===== src/rtl/mpdq_pkg.sv =====
// mpdq_pkg: shared types and constants of the dequantizing row dot product block
// depends on nothing
package mpdq_pkg;

   localparam int OUT_ROWS  = 2048;
   localparam int ROW_BITS  = $clog2(OUT_ROWS);
   localparam int SUM_BITS  = 40;
   localparam int ACC_BITS  = 32;
   localparam int PART_BITS = 26;
   localparam int FQ_DEPTH  = 4;
   localparam int FQ_BITS   = $clog2(FQ_DEPTH);

   localparam logic [1:0] MODE_8BIT   = 2'd0;
   localparam logic [1:0] MODE_4BIT   = 2'd1;
   localparam logic [1:0] MODE_2BIT   = 2'd2;
   localparam logic [1:0] MODE_UNUSED = 2'd3;

   localparam logic signed [SUM_BITS-1:0] SUM_MAX = {1'b0, {(SUM_BITS-1){1'b1}}};
   localparam logic signed [SUM_BITS-1:0] SUM_MIN = {1'b1, {(SUM_BITS-1){1'b0}}};

   // one row end handed from the front to the back
   typedef struct packed {
      logic signed [SUM_BITS-1:0] dot;
      logic [15:0]                scale;
      logic [15:0]                gate;
      logic [10:0]                row;
      logic                       first;
      logic                       last;
   } row_job_type;

endpackage


===== src/rtl/mpdq_fifo.sv =====
// mpdq_fifo: short queue of row jobs between the front and the back
// depends on mpdq_pkg
module mpdq_fifo (
   input  logic                  clock,
   input  logic                  reset,
   input  logic                  wr_en,
   input  mpdq_pkg::row_job_type wr_job,
   input  logic                  rd_en,
   output mpdq_pkg::row_job_type rd_job,
   output logic                  not_empty,
   output logic [mpdq_pkg::FQ_BITS:0] count
);
   import mpdq_pkg::*;

   row_job_type         slot_ff [FQ_DEPTH];
   logic [FQ_BITS-1:0]  wp_ff, rp_ff;
   logic [FQ_BITS:0]    cnt_ff;

   always_ff @(posedge clock) begin
      if (reset) begin
         wp_ff  <= '0;
         rp_ff  <= '0;
         cnt_ff <= '0;
      end else begin
         if (wr_en) wp_ff <= wp_ff + 1'b1;
         if (rd_en) rp_ff <= rp_ff + 1'b1;
         cnt_ff <= cnt_ff + (FQ_BITS+1)'(wr_en) - (FQ_BITS+1)'(rd_en);
      end
      if (wr_en) slot_ff[wp_ff] <= wr_job;
   end

   assign rd_job    = slot_ff[rp_ff];
   assign not_empty = cnt_ff != '0;
   assign count     = cnt_ff;
endmodule


===== config.mk =====
export PLATFORM = sky130hd
export DESIGN_NAME = mpdq_fifo
export DESIGN_NICKNAME = d
export VERILOG_FILES = /design/src/rtl/mpdq_pkg.sv /design/src/rtl/mpdq_fifo.sv
export SDC_FILE = /design/constraint.sdc
export NUM_CORES = 1
export LEC_CHECK = 0
export ABC_AREA = 0
export ABC_CLOCK_PERIOD_IN_PS = 8350
export BUFFER_PORTS_ARGS = -buffer_cell sky130_fd_sc_hd__buf_4
export CAP_MARGIN = 20
export CELL_PAD_IN_SITES_DETAIL_PLACEMENT = 2
export CELL_PAD_IN_SITES_GLOBAL_PLACEMENT = 2
export CORE_MARGIN = 2
export CORE_UTILIZATION = 48
export DETAILED_ROUTE_END_ITERATION = 10
export GPL_ROUTABILITY_DRIVEN = 0
export PLACE_DENSITY = 0.83
export REMOVE_ABC_BUFFERS = 1
export SLEW_MARGIN = 10
export SYNTH_ARGS = -nofsm -noshare
export SYNTH_HDL_FRONTEND = slang
export SYNTH_SLANG_ARGS = --single-unit

===== constraint.sdc =====
create_clock -name clock -period 8.35 [get_ports clock]
set_clock_uncertainty 0.2 [all_clocks]
set_input_delay 1.2525 -clock clock [delete_from_list [all_inputs] [get_ports clock]]
set_output_delay 1.2525 -clock clock [all_outputs]
set_load 0.02 [all_outputs]

==> results by group, run 1 <==
Synth
  • Synth Warn #: 0
  • Synth Register Bits: 349
  • Syn_area_per_cell: 26.3 um2
  • Synthesized cell area: 12800 um2
  • Synth top area share: 80.1%
  • Syn Inst Count: ~490
  • Post-synth top area cell: edfxtp_1
  • Post-synth cell types: 21
  • Top post-synthesis cells by area: edfxtp_1 (80%), mux4_2 (15%), dfxtp_1 (1.4%)
  • Sequential fraction of the synthesis area: between 80 and 90%

Place
  • DP HPWL: 20300 um
  • IO buf count: 177

Floorplanning
  • Row cnt: 59
  • Chip height: 167 um
  • Initial Utilization: roughly half
  • I/O pin count: around 180
  • Die Span X: between 150 and 200 um

Outcome
  • Error msg: [ERROR DPL-0033] detailed placement checks failed during check placement.
  • Status: aborted with a tool error
  • Failed at: 3_5_place_dp
## synth_stat cells
cell type / number
buf_1: 3
a21bo_2: 1
buf_6: 1
buf_4: 3
dfxtp_1: 9
mux4_2: 85
nor2b_1: 2
xor3_1: 1
a21oi_1: 1
and2_1: 4
fa_1: 1
edfxtp_1: 340
ha_1: 6
xnor2_1: 2
nand3b_1: 1
nor2_1: 5
mux2i_1: 1
buf_2: 6
inv_1: 6
buf_12: 6
or3_1: 1
## metrics by stage
step | setup slack (ns) | hold slack, ns | std cells | area, um2
floorplan | 2.60 | 0.292 | 466 | 12600
global placement | 4.19 | 0.301 | 984 | 14400
## cell families after synthesis
family | share of synthesized area (%)
AO/OA/AOI/OAI | 0.118
XOR/XNOR | 0.324
adder cells (fa/ha/maj) | 0.746
buffers and inverters | 1.71
flip-flops | 81.5
multiplexers | 15.1
AND/OR/NAND/NOR | 0.549
==> run 2, diff against run 1 <==
CELL_PAD_IN_SITES_DETAIL_PLACEMENT = default   (was 2)
CELL_PAD_IN_SITES_GLOBAL_PLACEMENT = default   (was 2)
CORE_UTILIZATION = 40   (was 48)
PLACE_DENSITY = default   (was 0.83)
PLACE_DENSITY_LB_ADDON = 0.15   (was default)
==> run 2 against run 1 <==
Synthesized cell count stayed put. Synthesized area unchanged. The run now ends clean.
==> results by group, run 2 <==
Floorplanning
  • Core Area: approximately 31000 um2
  • Chip height: 183 um
  • I/O pin count: approximately 180
  • Initial Utilization: 40.5%
  • Row cnt: 65
  • Die ar.: 33300 um2
  • Die Span X: 183 um

Pwr
  • Maximum vdd drop: 0.136 mV
  • PD cells: about 260 nW/um2
  • Leak pwr: 5.22 nW
  • Total Power: 3.97 mW

Synth
  • Post-synthesis async set-or-reset flop share: 0%
  • Post-synth EDFFs: 340
  • Syn_area_per_cell: 26.3 um2
  • Synth top area share: 80.1%
  • Synth Warn #: 0
  • Simple-Gate Fraction of Synth Area: 0.549%
  • Most common cell in the netlist: edfxtp_1
  • Xor/xnor cell area share of the yosys netlist: less than 1%
  • Complex-gate fraction of the synthesized area: less than 1%
  • Top post-synthesis cells by area: edfxtp_1 (80%), mux4_2 (15%), dfxtp_1 (1.4%)
  • Syn Inst Count: just under 500
  • Sequential fraction of the synthesis area: 81.5%
  • Post-synth top area cell: edfxtp_1
  • Synth Register Bits: around 350
  • Main combinational cell family by area after synthesis: multiplexers
  • Commonest cells post-synth: edfxtp_1 (340), mux4_2 (85), dfxtp_1 (9)
  • Main synth FF type: edfxtp_1
  • Post-synth cell types: 21
  • Fraction of the mapped netlist area in adder cells: 0.746%
  • Synthesized cell area: 12800 um2
  • Multiplexer share of the synthesized area: ~15%

STA
  • F_max: 219 MHz
  • Endpoints failing setup: 0
  • Fin. Hold Viols: 0
  • Min cycle time layout: 4.57 ns
  • Smallest hold slack: 0.354 ns
  • Worst-margin pin slew: 0.916 ns
  • Setup TNS: 0 ns
  • Final Cycle Share: approximately 55%
  • Headroom to the max-slew limit: 39.0%
  • RSZ-0062 raised after global routing: false
  • Final max-slew violation count: 0

Place
  • Placed cells: 1051
  • IO buf count: 177
  • Placed cell areas: 14500 um2
  • DP HPWL: 13800 um

Global route
  • GRT overflow: 0
  • Initial antenna violation count: 1
  • Gr usage total: 14.4%
  • Vias in the first global route: slightly above 6k
  • Largest net degree at the start of global routing: between 70 and 80
  • Global-route wire length before repair: 36100 um

Finish
  • Commonest cells after routing, fill and taps aside: edfxtp_1 (340), buf_4 (183), mux4_2 (85)
  • # diodes: 0
  • Final Instance Area: around 16000 um2
  • Final Non-Filler Cells: 1116
  • Reg with most FFs: slot_ff
  • Final #Nets: 785
  • Layout cell share with drive strength beyond 1: 45.2%
  • Most common cell after layout, fill and taps aside: edfxtp_1
  • FILL cells: 2550
  • Max reg flops: 340
  • Footprint of the multi-input gates: roughly 2200 um2
  • Synthesis-to-layout area growth: 22.1%
  • Sequential cell area: ~10000 um2

Detailed routing
  • DR WL/cell: 21.3 um
  • Drt via density: 5.08
  • # DRC: 0
  • Initial DRT Pass Iterations: 4
  • Starting DRC count in detailed routing: around 260
  • Routed WL: 23700 um
  • DRT antenna net count: 0
  • Vias: 5664

CTS
  • Hold_buf cts: 0
  • Post-CTS Repair Setup Buffers: 0
  • H-tree depth: 2
  • Worst-Skew Late Latency: between 0.4 and 0.5 ns
  • Clk slew on worst S/H paths: about 0.06 ns
  • CTS resizes: 0
  • Root buffer cell: clkbuf_16
  • CTS buffer count: 37
  • Bufs on Longest Clock Path: 3
  • Clk sinks: 349
  • CTS tree: built

Setup path
  • Startpoint types: flop
  • Max FO, Critical Path: 44
  • Worst Path Required: 6.90 ns
  • Setup CP Type: flop to output port
  • Nature of the critical path endpoint: output port
  • Critical path arrival: 3.12 ns

Outcome
  • Status: finished, final reports clean

Hold path
  • Tightest Hold Check Type: flop to flop

Run
  • Maxcap violations: 0
==> run 2: area by class of cell <==
cell class	instances	share of cell area, %
clock buffers	53	6.46
clock inverters	11	0.522
inverters	6	0.145
multi-input cells	111	13.8
flip-flops and latches	349	66.8
well taps	402	3.23
repair buffers	184	9.00
==> run 2: worst max-delay path, cell delays in order (launching register included) <==
cell and delay, ns:
dfxtp_4 0.93, buf_4 0.81, mux4_2 0.64, buf_4 0.18
==> run 2: cells by family (layout without fill, tap and decap cells) <==
kind of cell,count (synthesis),in the layout
adder cells (fa/ha/maj),7,7
buffers and inverters,25,254
XOR/XNOR,3,3
multiplexers,86,86
AND/OR/NAND/NOR,13,13
AO/OA/AOI/OAI,2,2
flip-flops,349,349
==> run 2: report_power, final <==
group / total, mW / switching (mW) / internal (mW)
Clock: 1.47 / 0.603 / 0.866
Combinational: 0.454 / 0.238 / 0.217
Sequential: 2.05 / 0.0353 / 2.01
Total: 3.97 / 0.876 / 3.10
==> run 2: per-stage QoR <==
step                worst slack (ns)  util (%)
finish                          3.78      49.5
global route                    3.46      49.5
CTS                             3.60      49.4
detailed placement              4.14      45.9
global placement                4.14      45.9
floorplan                       2.60         -
==> run 2: worst paths after layout <==
path,end,start,cells past startpoint,slack (ns)
worst min-delay path,wp_ff[1]$_SDFFE_PP0P_,wp_ff[1]$_SDFFE_PP0P_,2,0.35
worst max register to register,slot_ff[2][0]$_DFFE_PP_,wp_ff[0]$_SDFFE_PP0P_,4,5.85
worst max-delay path,rd_job[23],flop,3,3.78
worst min register to register,wp_ff[1]$_SDFFE_PP0P_,wp_ff[1]$_SDFFE_PP0P_,2,0.35
==> run 2: per-layer routing <==
layer / vias up / track usage, % / wire length [um]
li1: 2483 / - / -
met1: 2985 / 17.6 / 9570
met2: 163 / 25.0 / 12100
met3: 31 / 4.71 / 1740
met4: 2 / 3.55 / 326
met5: - / 0 / 13
No activity file was read; power rests on OpenSTA's default activity.
