--- src/rtl/mpdq_pkg.sv ---
// mpdq_pkg: shared types and constants of the dequantizing row dot product block
// depends on nothing
package mpdq_pkg;

   localparam int OUT_ROWS  = 2048;
   localparam int ROW_BITS  = $clog2(OUT_ROWS);
   localparam int SUM_BITS  = 40;
   localparam int ACC_BITS  = 32;
   localparam int PART_BITS = 26;
   localparam int FQ_DEPTH  = 4;
   localparam int FQ_BITS   = $clog2(FQ_DEPTH);

   localparam logic [1:0] MODE_8BIT   = 2'd0;
   localparam logic [1:0] MODE_4BIT   = 2'd1;
   localparam logic [1:0] MODE_2BIT   = 2'd2;
   localparam logic [1:0] MODE_UNUSED = 2'd3;

   localparam logic signed [SUM_BITS-1:0] SUM_MAX = {1'b0, {(SUM_BITS-1){1'b1}}};
   localparam logic signed [SUM_BITS-1:0] SUM_MIN = {1'b1, {(SUM_BITS-1){1'b0}}};

   // one row end handed from the front to the back
   typedef struct packed {
      logic signed [SUM_BITS-1:0] dot;
      logic [15:0]                scale;
      logic [15:0]                gate;
      logic [10:0]                row;
      logic                       first;
      logic                       last;
   } row_job_type;

endpackage

--- src/rtl/mpdq_front.sv ---
// mpdq_front: unpacks codes, forms the per-byte partial sum, keeps the 40-bit row sum
// depends on mpdq_pkg
module mpdq_front (
   input  logic                 clock,
   input  logic                 reset,
   input  logic                 take,
   input  logic [7:0]           weight_byte,
   input  logic [1:0]           bit_mode,
   input  logic signed [15:0]   act_a,
   input  logic signed [15:0]   act_b,
   input  logic signed [15:0]   act_c,
   input  logic signed [15:0]   act_d,
   input  logic [15:0]          row_scale,
   input  logic [15:0]          gate_weight,
   input  logic [10:0]          row_index,
   input  logic                 row_end,
   input  logic                 first_expert,
   input  logic                 last_expert,
   output logic                 job_valid,
   output mpdq_pkg::row_job_type job
);
   import mpdq_pkg::*;

   logic signed [PART_BITS-1:0] part;
   logic signed [SUM_BITS:0]    sum_wide;
   logic signed [SUM_BITS-1:0] sum_sat, dot_ff, dot_in;

   always_comb begin
      part = '0;
      case (bit_mode)
         MODE_8BIT: part = PART_BITS'($signed(weight_byte) * act_a);
         MODE_4BIT: part = PART_BITS'($signed(weight_byte[3:0]) * act_a)
                         + PART_BITS'($signed(weight_byte[7:4]) * act_b);
         MODE_2BIT: part = PART_BITS'($signed(weight_byte[1:0]) * act_a)
                         + PART_BITS'($signed(weight_byte[3:2]) * act_b)
                         + PART_BITS'($signed(weight_byte[5:4]) * act_c)
                         + PART_BITS'($signed(weight_byte[7:6]) * act_d);
         default:   part = '0;
      endcase
      sum_wide = (SUM_BITS+1)'(dot_ff) + (SUM_BITS+1)'(part);
      if (sum_wide > (SUM_BITS+1)'(SUM_MAX))      sum_sat = SUM_MAX;
      else if (sum_wide < (SUM_BITS+1)'(SUM_MIN)) sum_sat = SUM_MIN;
      else                                        sum_sat = sum_wide[SUM_BITS-1:0];
      dot_in = dot_ff;
      if (take) dot_in = row_end ? '0 : sum_sat;
   end

   always_ff @(posedge clock) begin
      if (reset) begin
         dot_ff    <= '0;
         job_valid <= 1'b0;
      end else begin
         dot_ff    <= dot_in;
         job_valid <= take && row_end;
      end
      job.dot   <= sum_sat;
      job.scale <= row_scale;
      job.gate  <= gate_weight;
      job.row   <= row_index;
      job.first <= first_expert;
      job.last  <= last_expert;
   end
endmodule

--- config.mk ---
export PLATFORM = sky130hd
export DESIGN_NAME = mpdq_front
export DESIGN_NICKNAME = d
export VERILOG_FILES = /design/src/rtl/mpdq_pkg.sv /design/src/rtl/mpdq_front.sv
export SDC_FILE = /design/constraint.sdc
export NUM_CORES = 1
export LEC_CHECK = 0
export ABC_AREA = 1
export BUFFER_PORTS_ARGS = -buffer_cell sky130_fd_sc_hd__buf_2
export CAP_MARGIN = 30
export CORE_MARGIN = 3
export CORE_UTILIZATION = 35
export DETAILED_ROUTE_END_ITERATION = 8
export SETUP_SLACK_MARGIN = 0.15
export SLEW_MARGIN = 20
export SYNTH_ARGS = -nofsm -noshare
export SYNTH_HDL_FRONTEND = slang
export SYNTH_SLANG_ARGS = --single-unit
--- constraint.sdc ---
create_clock -name clock -period 6.7 [get_ports clock]
set_input_delay 0.67 -clock clock [delete_from_list [all_inputs] [get_ports clock]]
set_output_delay 0.67 -clock clock [all_outputs]
set_load 0.005 [all_outputs]
== Yosys cells after proc, flatten, opt, wreduce, memory -nomap -nowiden ==
Cells that the tools add are included.

* Word-level logic and storage cells: 30
* Register bits after elaboration: 126

* Add/subtract/negate cells: 5
* Multipliers: 7
* Reductions and logical operators: 2
* Multiplexer cells: 4
* Eq/ne operators: 2
* $lt $le $gt $ge: 2

{| class="wikitable"
|+ Operator list
! kind !! count
|-
| $mux W40 || 3
|-
| $pmux W26 S3 || 1
|-
| $mul A2 B16 Y18 || 4
|-
| $add A40 B26 Y41 || 1
|-
| $gt A41 B40 Y1 const B || 1
|-
| $lt A41 B40 Y1 const B || 1
|-
| $mul A4 B16 Y20 || 2
|-
| $mul A8 B16 Y24 || 1
|-
| $add A20 B18 Y21 || 1
|-
| $add A20 B20 Y21 || 1
|-
| $add A19 B18 Y20 || 1
|-
| $add A18 B18 Y19 || 1
|-
| $eq A2 B1 Y1 const B || 1
|-
| $eq A2 B2 Y1 const B || 1
|-
| $logic_not A2 Y1 || 1
|-
| $logic_and A1 B1 Y1 || 1
|}

== Logic depth before layout (Yosys ltp) ==
Gate-level depths: netlist of the first run.

* Depth after elaboration: 10
* Gate-level depth with buffers: 42

== Least setup slack after synthesis of the first run ==
No wires, ideal clock.

* Kind: input-to-reg
* Start: in weight_byte[7]
* End: reg job[47] in the netlist's numbering
* Stages: 33
* Data required time: 6.585 ns
* Library setup time: 0.115 ns
* Path slack: -0.506 ns
* Arrival time: 7.091 ns
* Cells stage by stage: clkbuf_1 -> inv_1 -> clkbuf_1 -> clkbuf_1 -> or2_2 -> fa_1 -> inv_1 -> fa_1 -> fa_1 -> inv_1 -> fa_1 -> inv_1 -> ha_1 -> a21oi_1 -> nor2_1 -> nor2_1 -> o2111ai_1 -> o21ai_0 -> nand3_1 -> ha_1 -> a21oi_1 -> nor2_1 -> o21ai_0 -> nand2_1 -> a21oi_1 -> nand2_2 -> nand2_1 -> nand2_1 -> nand2_2 -> buf_6 -> buf_12 -> nand2_2 -> and2_1

* Cells in the longest elaborated chain, start to end: 7
* Elaborated cells on any way between the ends: 11
* Classes of those cells: add/sub (3); mul (3); order compare (2); mux (3)

{| class="wikitable"
|+ RTL lines
! what !! line !! text
|-
| from (decl) || mpdq_front.sv:7 || <nowiki>input logic [7:0] weight_byte,</nowiki>
|-
| $mul A2 B16 Y18 / $mul A4 B16 Y20 (equally long branches) || mpdq_front.sv:37, mpdq_front.sv:33 ||
|-
| $add A20 B18 Y21 / $add A20 B20 Y21 (equally long branches) || mpdq_front.sv:37, mpdq_front.sv:33 ||
|-
| $pmux W26 S3 (*) || mpdq_front.sv:30 || <nowiki>case (bit_mode)</nowiki>
|-
| $add A40 B26 Y41 (*) || mpdq_front.sv:40 || <nowiki>sum_wide = (SUM_BITS+1)'(dot_ff) + (SUM_BITS+1)'(part);</nowiki>
|-
| $lt A41 B40 Y1 || mpdq_front.sv:42 || <nowiki>else if (sum_wide < (SUM_BITS+1)'(SUM_MIN)) sum_sat = SUM_MIN;</nowiki>
|-
| $mux W40 || mpdq_front.sv:42 ||
|-
| $mux W40 (*) || mpdq_front.sv:41 || <nowiki>if (sum_wide > (SUM_BITS+1)'(SUM_MAX)) sum_sat = SUM_MAX;</nowiki>
|-
| named net sum_sat[2] || mpdq_front.sv:26 || <nowiki>logic signed [SUM_BITS-1:0] sum_sat, dot_ff, dot_in;</nowiki>
|-
| to (decl) || mpdq_front.sv:20 || <nowiki>output mpdq_pkg::row_job_type job</nowiki>
|}

Mark *: on every way through the listed nets, which the timed path passes. The rest lies on a longest branch.
A chain may end at the register's enable or synchronous reset.

== Worst setup path after layout of the first run ==
* Start: in weight_byte[7]
* End: reg dot_ff[25]

* Cells in the longest elaborated chain, start to end: 8
* Elaborated cells on any way between the ends: 12
* Classes of those cells: add/sub (3); mul (3); order compare (2); mux (4)

{| class="wikitable"
|+ RTL lines
! what !! line !! text
|-
| $mul A2 B16 Y18 / $mul A4 B16 Y20 (equally long branches) || mpdq_front.sv:37, mpdq_front.sv:33 ||
|-
| $add A20 B18 Y21 / $add A20 B20 Y21 (equally long branches) || mpdq_front.sv:37, mpdq_front.sv:33 ||
|-
| $pmux W26 S3 (*) || mpdq_front.sv:30 ||
|-
| $add A40 B26 Y41 (*) || mpdq_front.sv:40 ||
|-
| $lt A41 B40 Y1 || mpdq_front.sv:42 ||
|-
| $mux W40 || mpdq_front.sv:42 ||
|-
| $mux W40 (*) || mpdq_front.sv:41 ||
|-
| named net sum_sat[25] || mpdq_front.sv:26 ||
|-
| $mux W40 (*) || mpdq_front.sv:45 || <nowiki>if (take) dot_in = row_end ? '0 : sum_sat;</nowiki>
|-
| to (signal assigned) || mpdq_front.sv:53 || <nowiki>dot_ff <= dot_in;</nowiki>
|-
| to (decl) || mpdq_front.sv:26 ||
|}

Marks and branches as above.

==> qor.yml, run 1 <==
clock_tree:
  cts_tree: "done"
  clk_path_buf_depth: 2
  ctsHoldBuffers: 0
  cts-htree-levels: 4
  cts.sinks: 126
  cts_made_buffers: 17
  root_buffer: "clkbuf_16"
  clkTransAtPathRegs_ns: 0.06
  clock_latency_ns: 0.43
layout:
  nFillCells: 5409
  register_area_sq_um: 2520
  finalInstanceArea_sq_um: 28800
  drive_gt1_frac: 0.340
  area_growth_pct: 44.3
  multiInputGateArea_sq_um: 16600
  finalNetCount: 3994
timing:
  min_period_ns: 6.61
  finalCritPeriodShare: 0.986
  rsz0062_at_grt: "yes"
  maxSlewViolCount: 0
  final_hold_viol_count: 0
  fmax_mhz: 151
  fin_skew_ns: 0.0142
  worst_pin_slew_ns: 0.880
  relSlewSlack: 0.413
  setup_viol: 0
synth:
  syn-num-nets: 3295
  ys_types: 44
  syn_area_sq_um: 19900
  synth_seq_cells: 126
  yosys_warnings: 0
  synth_flop_cell: "dfxtp_1"
  ys_async_sr_fraction: 0
  netlist_instances: 2705
  yosysSeqAreaShare: 0.127
  postSynthAreaPerCell_sq_um: 7.37
  synth-edff-count: 0
global_routing:
  antenna_found_initial: 3
  grt_max_degree: 42
  grt_overflow: 0
  grt_pass1_wl_mm: 104
  grt_usage: 0.218
  grt_pass1_vias: 19800
critical_path:
  startpoint_type: "input pin"
  crit_family: "adder cells"
  r2r_cells: 18
  rrSetupSlack_ns: 4.00
  worst-setup-path-type: "in2reg"
  crit_path_end: "dot_ff[25]"
  worstPathArrival_ns: 6.96
  cp_slowest_cell: "fa_1"
  path_max_fanout: 20
  worst-path-buf-inv: 10
  cp-end-kind: "flip-flop"
  reg2reg_from: "dot_ff[0]"
  crit_top_cell: "nand2_1"
  reg2reg_to: "dot_ff[25]"
  slowest_delay_ns: 0.51
  cp_data_required_time_ns: 7.05
  path_depth: 37
  critPathLaunch: "weight_byte[7]"
placement:
  portBuffers: 208
  gp_congestion: 0.928
  dpl_cell_area_sq_um: 25900
  dp_hpwl_mm: 52.3
floorplanning:
  core_sq_um: 55700
  io_pins: 209
  start_util: 0.358
  placementRows: 86
  die-width_um: 245
  dieArea_sq_um: 59800
  die_h_um: 245
drt:
  num_vias: 19200
  drtIter0Drc: 1019
  post_drt_via_cell_ratio: 4.62
  wl_per_cell_um: 15.7
  ant_nets: 0
  remaining_drc_errors: 0
  drt_first_pass_iters: 5
  wl_mm: 65.3
hold_path:
  hp-class: "in2reg"
  worstHoldPathCells: 1
flow_run:
  maxCapViolCount: 0
outcome:
  status: "completed"
-- state kept, by name (all words and copies together), names as in the netlist --
name and cells:
job 85, dot_ff 40, job_valid 1
-- worst register-to-register path, cell delays in order, from the launching register on --
cell       delay (ns)
dfxtp_1          0.31
ha_1             0.23
fa_1             0.48
nand3_1          0.13
nand3_1          0.09
nand2_1          0.08
nand2_2          0.10
nand2_1          0.10
nand3_2          0.08
nand2_2          0.10
nand2_2          0.07
nand2_2          0.08
nand2_4          0.06
nand2_4          0.10
bufbuf_16        0.29
nand2_1          0.05
nand2_1          0.08
nand2_1          0.06
a21oi_1          0.13
-- logic make-up after synthesis --
family          Yosys count  synth area share
buf+inv                 701             0.134
simple gates           1033             0.214
fa+ha+maj               467             0.410
flops                   126             0.127
compound gates          325            0.0915
xor+xnor                 53            0.0233
-- how the worst min path moves through the flow --
stage | start | endpoint | slack [ns]
after floorplan | dot_ff[0] | dot_ff[0] | 0.45
after global placement | dot_ff[5] | dot_ff[5] | 0.46
after detailed placement | dot_ff[0] | dot_ff[0] | 0.47
after CTS | gate_weight[11] | job[24] | 0.32
after global routing | gate_weight[0] | job[13] | 0.32
final | gate_weight[11] | job[24] | 0.34
-- cells in the final DEF, fill, tap and decap left out, drive strengths merged, types with 10 or more instances in the layout --
cell / synthesis / final
dfxtp: 126 / 126
inv: 622 / 629
nand2: 694 / 694
fa: 311 / 311
o21bai: 12 / 12
nand4: 13 / 13
xnor2: 16 / 16
nor3: 13 / 13
nand3: 76 / 76
or2: 30 / 30
a21oi: 185 / 185
o21ai: 83 / 83
clkbuf: 61 / 23
a21o: 10 / 10
xor2: 37 / 37
buf: 15 / 748
nor2: 199 / 199
ha: 156 / 156
-- synth_stat cells, types with 4 or more instances --
library cell | instances | area share
nor2_1 | 194 | 0.037
a21oi_2 | 12 | 0.0053
clkbuf_1 | 61 | 0.011
nand2_1 | 664 | 0.13
nor2_2 | 5 | 0.0016
o211ai_1 | 9 | 0.0034
buf_4 | 4 | 0.0015
o221ai_1 | 5 | 0.0022
nand2_4 | 9 | 0.0051
o21a_1 | 6 | 0.0023
o21bai_1 | 12 | 0.0045
a21o_1 | 10 | 0.0038
nor4_1 | 4 | 0.0013
a31oi_1 | 5 | 0.0016
a21oi_1 | 173 | 0.043
o21ai_0 | 82 | 0.021
or2_2 | 30 | 0.0094
nor3_1 | 13 | 0.0033
ha_1 | 156 | 0.098
nand2_2 | 21 | 0.0066
nand4_1 | 13 | 0.0041
xor2_1 | 37 | 0.016
nand3_1 | 73 | 0.018
fa_1 | 311 | 0.31
buf_2 | 4 | 0.0010
inv_1 | 622 | 0.12
xnor2_1 | 16 | 0.0070
buf_1 | 5 | 0.00094
dfxtp_1 | 126 | 0.13
-- stage by stage --
stage	hold WS, ns	util	TNS [ns]	instances	worst slack, ns
floorplan	0.450	-	0	2705	0.0751
global placement	0.464	0.464	-52.87	4071	-0.723
detailed placement	0.466	0.464	-51.59	4072	-0.722
CTS	0.322	0.499	0	4146	0.140
global route	0.318	0.516	-10.31	4166	-0.222
finish	0.344	0.516	0	4166	0.0929
-- metal layers --
layer  GRT usage  part of all wire
met5           0           0.00037
met2       0.372              0.48
met4      0.0491             0.022
met3      0.0296             0.052
met1       0.293              0.44
-- layout make-up --
cell class,count,area share
multi-input combinational,1878,0.576
timing repair buffer,756,0.200
sequential,126,0.0877
inverter,625,0.0819
tap,748,0.0325
clock buffer,17,0.0148
clock inverter,15,0.00688
antenna,1,0.0000870
-- what timing repair did --
| action | 4_1_cts | 5_1_grt |
|---|---|---|
| buffers inserted | 37 | 14 |
| pin swaps | 88 | 77 |
| endpoints found under the setup margin | 79 | 80 |
| cloned | 5 | 5 |
| gates resized for setup | 203 | 166 |
Power of run 1 is left out: the tool's default activity adds up to more than one toggle a clock period on the data nets, which glitch-free logic cannot reach.
==> run 2, diff against run 1 <==
--- a/config.mk
+++ b/config.mk
@@ -5,7 +5,6 @@
 export SDC_FILE = /design/constraint.sdc
 export NUM_CORES = 1
 export LEC_CHECK = 0
-export ABC_AREA = 1
 export BUFFER_PORTS_ARGS = -buffer_cell sky130_fd_sc_hd__buf_2
 export CAP_MARGIN = 30
 export CORE_MARGIN = 3
==> run 2 against run 1 <==
  * The flow now finishes with violations (negative setup slack)
  * Sequential cell count is the same
  * Clock-buffer cell count is the same
  * Global-route usage shrank 1.0 points
  * First-iteration DRC count shrank 4.5%
  * Setup slack lost 0.56 ns
  * Die area shrank 2.4%
  * Highest routed layer is now met4
  * Wire length shrank 5.3%
==> qor.yml, run 2 <==
critical_path:
  slowest_delay_ns: 0.50  # was 0.51 ns
  path_max_fanout: 10  # was 20
  cp_slowest_cell: "fa_1"  # unchanged
  worstPathArrival_ns: 7.46  # was 6.96 ns
  rrSetupSlack_ns: 3.14  # was 4.00 ns
  cp_data_required_time_ns: 7.00  # was 7.05 ns
  worst-setup-path-type: "in2reg"  # unchanged
  cp-end-kind: "flip-flop"  # unchanged
  startpoint_type: "input pin"  # unchanged
floorplanning:
  io_pins: 209  # unchanged
  start_util: 0.358  # about the same
  die-width_um: 242  # was 245 um
  dieArea_sq_um: 58400  # was 59800 sq um
  die_h_um: 242  # was 245 um
  placementRows: 85  # was 86
  core_sq_um: 54300  # was 55700 sq um
synth:
  yosysMostFrequentCell: "inv_1"  # was nand2_1
  synth_seq_cells: 126  # unchanged
  syn_area_sq_um: 19400  # was 19900 sq um
  synth-edff-count: 0  # unchanged
  yosysTopAreaCellShare: 0.320  # was 0.312
  yosysSeqAreaShare: 0.130  # was 0.127
  ys_types: 90  # was 44
  syn-num-nets: 2770  # was 3295
  ys_async_sr_fraction: 0  # unchanged
  synth_flop_cell: "dfxtp_1"  # unchanged
  yosys-top-cells-count: "inv_1, fa_1, ha_1"  # was nand2_1, inv_1, fa_1
  yosysTopAreaCell: "fa_1"  # unchanged
  synth_area_leaders: "fa_1, dfxtp_1, ha_1, inv_1, and2_1"  # was fa_1, dfxtp_1, nand2_1, inv_1, ha_1
  postSynthAreaPerCell_sq_um: 8.92  # was 7.37 sq um
  netlist_instances: 2180  # was 2705
  yosys_warnings: 0  # unchanged
outcome:
  status: "finished, violations left"  # was completed
  violations: "negative setup slack"
global_routing:
  grt_usage: 0.207  # was 0.218
  grt_pass1_vias: 18800  # was 19800
  antenna_found_initial: 0  # was 3
  grt_max_degree: 36  # was 42
  grt_pass1_wl_mm: 98.7  # was 104 mm
  grt_overflow: 0  # unchanged
layout:
  final_common_cell: "buf_4"  # was nand2_1
  drive_gt1_frac: 0.366  # was 0.340
  largest_reg_flops: 85  # unchanged
  regMostFlops: "job"  # unchanged
  layout_common_cells: "buf_4, inv_1, fa_1, buf_2, nand2_1"  # was nand2_1, inv_1, buf_4, fa_1, buf_2
  num_antenna_cells: 0  # was 1
  area_growth_pct: 44.0  # was 44.3%
  finalNetCount: 3459  # was 3994
  reg_top3: "job x85, dot_ff x40, job_valid x1"  # unchanged
timing:
  final_hold_viol_count: 0  # unchanged
  setup_viol: 80  # was 0
  relSlewSlack: 0.570  # was 0.413
  fmax_mhz: 140  # was 151 MHz
  maxSlewViolCount: 0  # unchanged
  setup_slack_ns: -0.464  # was 0.0929 ns
  worst_pin_slew_ns: 0.643  # was 0.880 ns
  min_period_ns: 7.16  # was 6.61 ns
  finalCritPeriodShare: 1.07  # was 0.986
  rsz0062_at_grt: "yes"  # unchanged
  fin_skew_ns: 0.0106  # was 0.0142 ns
drt:
  wl_mm: 61.9  # was 65.3 mm
  drtIter0Drc: 973  # was 1019
  post_drt_via_cell_ratio: 4.88  # was 4.62
  remaining_drc_errors: 0  # unchanged
  wl_per_cell_um: 17.1  # was 15.7 um
  drt_first_pass_iters: 5  # unchanged
  num_vias: 17700  # was 19200
  ant_nets: 0  # unchanged
placement:
  place_ws_ns: -1.29  # was -0.722 ns
  dp_hpwl_mm: 50.0  # was 52.3 mm
  portBuffers: 208  # unchanged
  gp_congestion: 0.907  # was 0.928
clock_tree:
  clk_path_buf_depth: 2  # unchanged
  cts.sinks: 126  # unchanged
  clock_latency_ns: 0.42  # was 0.43 ns
  cts_tree: "done"  # unchanged
  ctsHoldBuffers: 0  # unchanged
  clkTransAtPathRegs_ns: 0.07  # was 0.06 ns
  cts_made_buffers: 17  # unchanged
  root_buffer: "clkbuf_16"  # unchanged
  cts-htree-levels: 4  # unchanged
flow_run:
  maxCapViolCount: 0  # unchanged
hold_path:
  hp-class: "in2reg"  # unchanged
run 2: cell count changes in the layout (fill, tap and decap cells not counted), moves of 49 or more:
| cell | before | now |
|---|---|---|
| nor2b_1 | 0 | 49 |
| nor2_1 | 163 | 89 |
| nand2_1 | 614 | 145 |
| inv_1 | 612 | 370 |
| and2_1 | 1 | 138 |
| nand2_2 | 61 | 8 |
run 2: metrics by stage:
step	instance area [sq um]	hold WS, ns	utilization	cells	setup TNS (ns)
3_3_place_gp	25100	0.442	0.461	3519	-79.10
5_1_grt	28000	0.328	0.515	3621	-47.20
4_1_cts	27400	0.333	0.505	3605	-25.99
3_5_place_dp	25100	0.448	0.461	3519	-88.76
6_report	28000	0.349	0.515	3621	-30.60
2_1_floorplan	19800	0.430	-	2180	-54.77
run 2: worst paths after layout:
kind                                     start    endpoint  cells after the start
worst min-delay path              row_scale[8]     job[37]                      1
worst min register to register       dot_ff[8]   dot_ff[8]                      2
worst max-delay path            weight_byte[2]  dot_ff[34]                     33
worst max register to register       dot_ff[0]  dot_ff[34]                     11
run 2: routing by layer:
metal | routed length (um) | vias up | GRT usage
li1 | - | 8413 | -
met1 | 26700 | 8757 | 0.273
met2 | 30500 | 412 | 0.355
met3 | 2870 | 94 | 0.0286
met4 | 1760 | 0 | 0.0610
met5 | 0 | - | 0
run 2: cell families after synthesis:
group,after synthesis,synth area share
fa+ha+maj,495,0.435
flops,126,0.130
mux,7,0.00380
buf+inv,467,0.0936
xor+xnor,93,0.0419
compound gates,404,0.139
simple gates,588,0.156
run 2: layout make-up:
class,count,area [sq um]
Clock buffer,17,425
Clock inverter,15,171
Fill cell,4948,26300
Inverter,380,1440
Multi-Input combinational cell,1589,16600
Sequential cell,126,2520
Tap cell,739,925
Timing Repair Buffer,755,5870
run 2: what timing repair did:
action	in CTS	in global routing
hold endpoints to repair	0	0
gates resized for setup	258	92
endpoints found under the setup margin	80	80
pin swaps	102	52
cloned	9	3
setup buffers	45	13
run 2: critical path: cells and delay by family:
family,cells,cell delay [ns]
AO/OA/AOI/OAI,10,1.75
buffers and inverters,11,1.41
adder cells (fa/ha/maj),6,2.43
AND/OR/NAND/NOR,6,1.17
Power of run 2 is left out for the same reason.
